File: src/assert_macros.svh
// Assertion helpers for the top RTL file of the vertex normal block.
// Both macros sample on the rising edge of clock and are quiet during reset.
`ifndef ASSERT_MACROS_SVH
`define ASSERT_MACROS_SVH

// Same-cycle implication.
`define VNA_ASSERT_IMP(lbl, ante, cons, msg) \
   lbl: assert property (@(posedge clock) disable iff (reset) (ante) |-> (cons)) \
      else $error(msg);

// Next-cycle implication.
`define VNA_ASSERT_NXT(lbl, ante, cons, msg) \
   lbl: assert property (@(posedge clock) disable iff (reset) (ante) |=> (cons)) \
      else $error(msg);

`endif

File: src/vna_pkg.sv
// ----------------------------------------------------------------------------
// vna_pkg
// Shared types, codes and defaults of the vertex normal accumulator.
// ----------------------------------------------------------------------------
package vna_pkg;

   localparam int IDX_BITS       = 10;
   localparam int NORM_BITS      = 16;
   localparam int STEP_BITS      = 5;

   localparam int DEF_MAX_VERTICES  = 1024;
   localparam int DEF_MAX_TRIANGLES = 2048;
   localparam int DEF_COORD_BITS    = 16;

   localparam int MUL_STEPS  = 6;
   localparam int ROOT_STEPS = 32;
   localparam int DIV_STEPS  = 16;
   localparam int COMPONENTS = 3;

   localparam logic [1:0] CMD_CLEAR    = 2'd0;
   localparam logic [1:0] CMD_VERTEX   = 2'd1;
   localparam logic [1:0] CMD_TRIANGLE = 2'd2;
   localparam logic [1:0] CMD_COMPUTE  = 2'd3;

   localparam logic [1:0] RS_PRESET   = 2'd0;
   localparam logic [1:0] RS_COMPUTED = 2'd1;
   localparam logic [1:0] RS_NO_TRI   = 2'd2;
   localparam logic [1:0] RS_DEGEN    = 2'd3;

   typedef enum logic [4:0] {
      ST_IDLE, ST_NCHK, ST_TREAD, ST_TCHK, ST_P1, ST_P2, ST_PCAP, ST_DIFF,
      ST_MUL, ST_CROSS, ST_TNEXT, ST_FIN, ST_MAX, ST_NORM, ST_SQ, ST_RINIT,
      ST_ROOT, ST_DINIT, ST_DIV, ST_DSTORE, ST_OUT
   } vna_state_type;

   typedef enum logic [4:0] {
      OP_NONE, OP_CLEAR, OP_VWRITE, OP_APPEND, OP_START, OP_TREAD, OP_PREAD0,
      OP_PREAD1, OP_PREAD2, OP_PCAP, OP_DIFF, OP_MUL, OP_CROSS, OP_TNEXT,
      OP_ABS, OP_MAX, OP_NORM, OP_SQ, OP_RINIT, OP_ROOT, OP_DINIT, OP_DIV,
      OP_DSTORE, OP_EMIT
   } vna_op_type;

   typedef struct packed {
      vna_op_type           op;
      logic [STEP_BITS-1:0] step;
      logic [1:0]           comp;
      logic [1:0]           rstat;
   } vna_cmd_type;

   typedef struct packed {
      logic nz_normal;
      logic t_end;
      logic hit;
      logic no_uses;
      logic acc_zero;
      logic norm_hi;
      logic norm_lo;
   } vna_stat_type;

endpackage

File: src/vna_ctrl.sv
// ----------------------------------------------------------------------------
// vna_ctrl
// Sequencer that steps the datapath through load, walk and normalize phases.
// ----------------------------------------------------------------------------
module vna_ctrl
   import vna_pkg::*;
(
   input  logic         clock,
   input  logic         reset,
   input  logic         start,
   input  logic [1:0]   req_cmd,
   input  vna_stat_type stat,
   output vna_cmd_type  cmd,
   output logic         busy
);

   vna_state_type        state_ff, state_in;
   logic [STEP_BITS-1:0] cnt_ff, cnt_in;
   logic [1:0]           comp_ff, comp_in;

   always_ff @(posedge clock) begin
      if (reset) begin
         state_ff <= ST_IDLE;
         cnt_ff   <= '0;
         comp_ff  <= '0;
      end else begin
         state_ff <= state_in;
         cnt_ff   <= cnt_in;
         comp_ff  <= comp_in;
      end
   end

   always_comb begin
      state_in  = state_ff;
      cnt_in    = cnt_ff;
      comp_in   = comp_ff;
      cmd.op    = OP_NONE;
      cmd.step  = cnt_ff;
      cmd.comp  = comp_ff;
      cmd.rstat = RS_PRESET;
      unique case (state_ff)
         ST_IDLE: begin
            if (start) begin
               unique case (req_cmd)
                  CMD_CLEAR:    cmd.op = OP_CLEAR;
                  CMD_VERTEX:   cmd.op = OP_VWRITE;
                  CMD_TRIANGLE: cmd.op = OP_APPEND;
                  CMD_COMPUTE: begin
                     cmd.op   = OP_START;
                     state_in = ST_NCHK;
                  end
               endcase
            end
         end
         ST_NCHK: begin
            if (stat.nz_normal) begin
               cmd.op    = OP_EMIT;
               cmd.rstat = RS_PRESET;
               state_in  = ST_IDLE;
            end else begin
               state_in = ST_TREAD;
            end
         end
         ST_TREAD: begin
            if (stat.t_end) begin
               state_in = ST_FIN;
            end else begin
               cmd.op   = OP_TREAD;
               state_in = ST_TCHK;
            end
         end
         ST_TCHK: begin
            if (stat.hit) begin
               cmd.op   = OP_PREAD0;
               state_in = ST_P1;
            end else begin
               cmd.op   = OP_TNEXT;
               state_in = ST_TREAD;
            end
         end
         ST_P1: begin
            cmd.op   = OP_PREAD1;
            state_in = ST_P2;
         end
         ST_P2: begin
            cmd.op   = OP_PREAD2;
            state_in = ST_PCAP;
         end
         ST_PCAP: begin
            cmd.op   = OP_PCAP;
            state_in = ST_DIFF;
         end
         ST_DIFF: begin
            cmd.op   = OP_DIFF;
            cnt_in   = '0;
            state_in = ST_MUL;
         end
         ST_MUL: begin
            cmd.op   = OP_MUL;
            state_in = ST_CROSS;
         end
         ST_CROSS: begin
            cmd.op = OP_CROSS;
            if (cnt_ff == STEP_BITS'(MUL_STEPS - 1)) begin
               cnt_in   = '0;
               state_in = ST_TNEXT;
            end else begin
               cnt_in   = cnt_ff + 1'b1;
               state_in = ST_MUL;
            end
         end
         ST_TNEXT: begin
            cmd.op   = OP_TNEXT;
            state_in = ST_TREAD;
         end
         ST_FIN: begin
            if (stat.no_uses) begin
               cmd.op    = OP_EMIT;
               cmd.rstat = RS_NO_TRI;
               state_in  = ST_IDLE;
            end else if (stat.acc_zero) begin
               cmd.op    = OP_EMIT;
               cmd.rstat = RS_DEGEN;
               state_in  = ST_IDLE;
            end else begin
               cmd.op   = OP_ABS;
               state_in = ST_MAX;
            end
         end
         ST_MAX: begin
            cmd.op   = OP_MAX;
            state_in = ST_NORM;
         end
         ST_NORM: begin
            if (stat.norm_hi || stat.norm_lo) begin
               cmd.op = OP_NORM;
            end else begin
               cnt_in   = '0;
               state_in = ST_SQ;
            end
         end
         ST_SQ: begin
            cmd.op = OP_SQ;
            if (cnt_ff == STEP_BITS'(COMPONENTS - 1)) begin
               cnt_in   = '0;
               state_in = ST_RINIT;
            end else begin
               cnt_in = cnt_ff + 1'b1;
            end
         end
         ST_RINIT: begin
            cmd.op   = OP_RINIT;
            cnt_in   = '0;
            state_in = ST_ROOT;
         end
         ST_ROOT: begin
            cmd.op = OP_ROOT;
            if (cnt_ff == STEP_BITS'(ROOT_STEPS - 1)) begin
               cnt_in   = '0;
               comp_in  = '0;
               state_in = ST_DINIT;
            end else begin
               cnt_in = cnt_ff + 1'b1;
            end
         end
         ST_DINIT: begin
            cmd.op   = OP_DINIT;
            cnt_in   = '0;
            state_in = ST_DIV;
         end
         ST_DIV: begin
            cmd.op = OP_DIV;
            if (cnt_ff == STEP_BITS'(DIV_STEPS - 1)) begin
               cnt_in   = '0;
               state_in = ST_DSTORE;
            end else begin
               cnt_in = cnt_ff + 1'b1;
            end
         end
         ST_DSTORE: begin
            cmd.op = OP_DSTORE;
            if (comp_ff == 2'(COMPONENTS - 1)) begin
               comp_in  = '0;
               state_in = ST_OUT;
            end else begin
               comp_in  = comp_ff + 1'b1;
               state_in = ST_DINIT;
            end
         end
         ST_OUT: begin
            cmd.op    = OP_EMIT;
            cmd.rstat = RS_COMPUTED;
            state_in  = ST_IDLE;
         end
         default: state_in = ST_IDLE;
      endcase
   end

   assign busy = (state_ff != ST_IDLE);

endmodule

File: config.mk
export PLATFORM = sky130hd
export DESIGN_NAME = vna_ctrl
export DESIGN_NICKNAME = d
export VERILOG_FILES = /design/src/assert_macros.svh /design/src/vna_pkg.sv /design/src/vna_ctrl.sv
export SDC_FILE = /design/constraint.sdc
export NUM_CORES = 1
export LEC_CHECK = 0
export BUFFER_PORTS_ARGS = -buffer_cell sky130_fd_sc_hd__buf_4
export CORE_ASPECT_RATIO = 1.1
export CORE_MARGIN = 8
export CORE_UTILIZATION = 49
export DETAILED_ROUTE_END_ITERATION = 7
export PLACE_DENSITY = 0.76
export SYNTH_ARGS = -nofsm -noshare
export SYNTH_HDL_FRONTEND = slang
export SYNTH_SLANG_ARGS = --single-unit
File: constraint.sdc
create_clock -name clock -period 1.95 [get_ports clock]
set_input_delay 0.195 -clock clock [delete_from_list [all_inputs] [get_ports clock]]
set_output_delay 0.195 -clock clock [all_outputs]
set_load 0.05 [all_outputs]
==> metrics.md <==
| Metric | Value |
|---|---|
| Post-Route WL | 4540 um |
| Psw | about 1.2 mW |
| CTS tree | yes |
| CTS Buffer Depth | 2 |
| Via Count | approximately 1,700 |
| Initial Util | 0.517 |
| First-pass GRT wire length | just under 7000 um |
| Syn Area/Cell | roughly 7.1 um2 |
| Slew headroom | 0.633 |
| Pwr/cell area | about 1100 mW/mm2 |
| Dpl cells | 243 |
| Total core area | 0.00252 mm2 |
| DP Area | roughly 0.0017 mm2 |
| Post-Route Setup TNS | 0 ns |
| Clk pwr share | 0.077 |
| Max VDD drop | 1.34 mV |
| Largest net degree at the start of global routing | 21 |
| Worst R2R Start | state_ff[3] |
| Worst setup EP type | primary output |
| Clock net sink count | 12 |
| Global route overflow | 0 |
| WL per Instance | roughly 18 um |
| Class of the worst hold path | in2reg |
| Initial antenna violation count | 0 |
| DR vias/cell | between 6 and 7 |
| Final setup violation count | 0 |
| Num rows | 19 |
| #FFs+latches synth | 12 |
| Sequential share of power | 0.183 |
| Period utilisation layout | 0.993 |
| Setup Skew | roughly 0.013 ns |
| Synth warnings | 0 |
| Min Tclk post-route | approximately 1.9 ns |
| R2r endpoint | cnt_ff[2] |
| Clk slew on worst S/H paths | about 0.090 ns |
| Lkg Pwr | about 0.75 nW |
| # Max-Cap Violations | 0 |
| Ys flop type | dfxtp_1 |
| PortBufs | 26 |
| Worst setup SP type | flop |
| Total Routing Usage GR | 0.175 |
| Commonest non-fill, non-tap cell in the layout | buf_4 |
| Initial DRC Count | 180 |
| Die height | between 70 and 80 um |
| Commonest non-fill, non-tap cells in the layout | buf_4 (45), nand2_1 (16), nor2_1 (14) |
| Arrival time at the worst endpoint | approximately 1.7 ns |
| Hold endpoint | cnt_ff[0] |
| Post-layout util | 0.764 |
| EDFF count, synth | 0 |
| Seq/Total Area, Yosys | 0.184 |
| Final Hold Fails | 0 |
| Worst-path maximum fanout | 6 |
| Root buffer cell | clkbuf_4 |
| RSZ-0062 raised after global routing | true |
| Max Transition Viols Final | 0 |
| Synth-to-Final Area Change | 47.7% |
| Residual DRC count | 0 |
| Post-route cell area | 0.00192 mm2 |
| Non-Filler Instances | around 260 |
| Chip Width | around 65 um |
| Hold Crit Start | reset |
| Critical path data required time | around 1.8 ns |
| Crit Path Class | reg2out |
| Clk_lat worst skew | approximately 0.28 ns |
| CTS H-Tree Depth | 1 |
| Worst-margin pin slew | 0.549 ns |
| First drt pass iteration count | 5 |
| Internal power | between 1 and 1.5 mW |
| Post-CTS Hold Fix Bufs | 0 |
| Worst reg2reg path depth | 6 |
| Detailed Place HPWL | between 3000 and 4000 um |
| Ports | 27 |
| Comb pwr share | 0.740 |
| Run status | complete, no violations |
| Die area | between 0.004 and 0.005 mm2 |
| Synth cell types | a little under 50 |
| CTS Buf Count | 3 |
| Fmax | between 500 and 600 MHz |
| Final Total Pwr | around 2.2 mW |
| Ys async rst share | 0 |
| Nets | 246 |
| GPL Wtd Cong | between 0.9 and 1 |
| R2r setup slk | roughly 0.050 ns |
| ANT nets after route | 0 |
| Net Sw Frac | 0.532 |
| Mapped Nets | about 200 |
| Layout cells sized above 1 | 0.442 |
| Post-Synthesis Cells | ~180 |
| Vias in the first global route | ~1,500 |
| # diodes | 0 |
| Mapped Area | 0.00130 mm2 |
| Hold Crit Depth | 2 |
kinds of logic (layout without fill, tap and decap cells):
kind of cell	Yosys count	in the layout	share of synthesized area
compound gates	61	61	0.335
fa+ha+maj	8	8	0.0749
buf+inv	25	68	0.0864
flops	12	12	0.184
mux	1	1	0.00769
simple gates	76	76	0.311
repair_timing:
action	in CTS	in global routing
setup buffers	3	7
endpoints found under the hold margin	0	0
pin swaps	4	8
resized for setup	21	25
setup endpoints to repair	12	11
registers in the layout, summed over array words and instances, names as in the netlist:
| register | flops |
|---|---|
| cnt_ff | 5 |
| comp_ff | 2 |
| state_ff | 5 |
final cells by class:
class                   instances  area [um2]
multi-input cells             146        1110
fillers                       186         596
repair buffers                 53         434
flip-flops and latches         12         267
inverters                      11        43.8
well taps                      31        38.8
clock buffers                   4        26.3
critical path, cell delays in order (launching register included):
cell	delay, ns
dfxtp_2	0.40
nor3b_2	0.41
nand2_1	0.15
o21ai_0	0.14
a31oi_1	0.08
o221ai_2	0.07
buf_4	0.22
power groups by stage:
stage               Combinational (mW)  Clock (mW)  Sequential, mW
global route                      1.72       0.190           0.408
finish                            1.63       0.169           0.401
CTS                               1.44       0.172           0.390
detailed placement                1.37           0           0.368
global placement                  1.36           0           0.365
floorplan                        0.954           0           0.355
worst max path at each step:
stage,startpoint,end,cells after the start
final,state_ff[4],cmd[10],6
after detailed placement,cnt_ff[0],cnt_ff[2],9
after CTS,state_ff[0],cmd[12],6
after global routing,state_ff[4],cmd[10],6
after global placement,cnt_ff[0],cnt_ff[2],7
after floorplan,state_ff[1],cmd[11],5
routing by layer:
metal	track usage	vias to the layer above	share of wire
met5	0	-	0
met4	0.0510	0	0.022
met3	0.0415	16	0.071
met2	0.306	102	0.48
met1	0.201	781	0.43
li1	-	775	-
stage by stage:
step | hold WS [ns] | setup WS, ns
global placement | 0.460 | -0.00603
floorplan | 0.268 | -0.162
finish | 0.174 | 0.0136
CTS | 0.165 | 0.00643
global route | 0.169 | -0.0614
detailed placement | 0.465 | -0.0867
synth_stat cells (2+ instances only):
cell type  count  area (um2)
nor2_1        18        67.6
nand2_1       17        63.8
dfxtp_1       12         240
a21oi_1       11        55.1
inv_1         10        37.5
o21ai_0        9        45.0
a31oi_1        8        50.1
clkbuf_1       8        30.0
ha_1           7        87.6
nand3_1        7        35.0
nor2b_1        7        43.8
nand2b_1       5        31.3
nor3_1         5        25.0
o22ai_1        5        31.3
a211oi_1       4        30.0
a221oi_1       3        26.3
a22oi_1        3        22.5
buf_2          3        15.0
nand3b_1       3        22.5
a2111oi_0      2        17.5
a32oi_1        2        17.5
buf_6          2        22.5
nor4bb_1       2        20.0
o21a_1         2        15.0
o221ai_1       2        17.5
o32a_1         2        20.0
or3_1          2        12.5
Power figures use the tool's default switching activity.
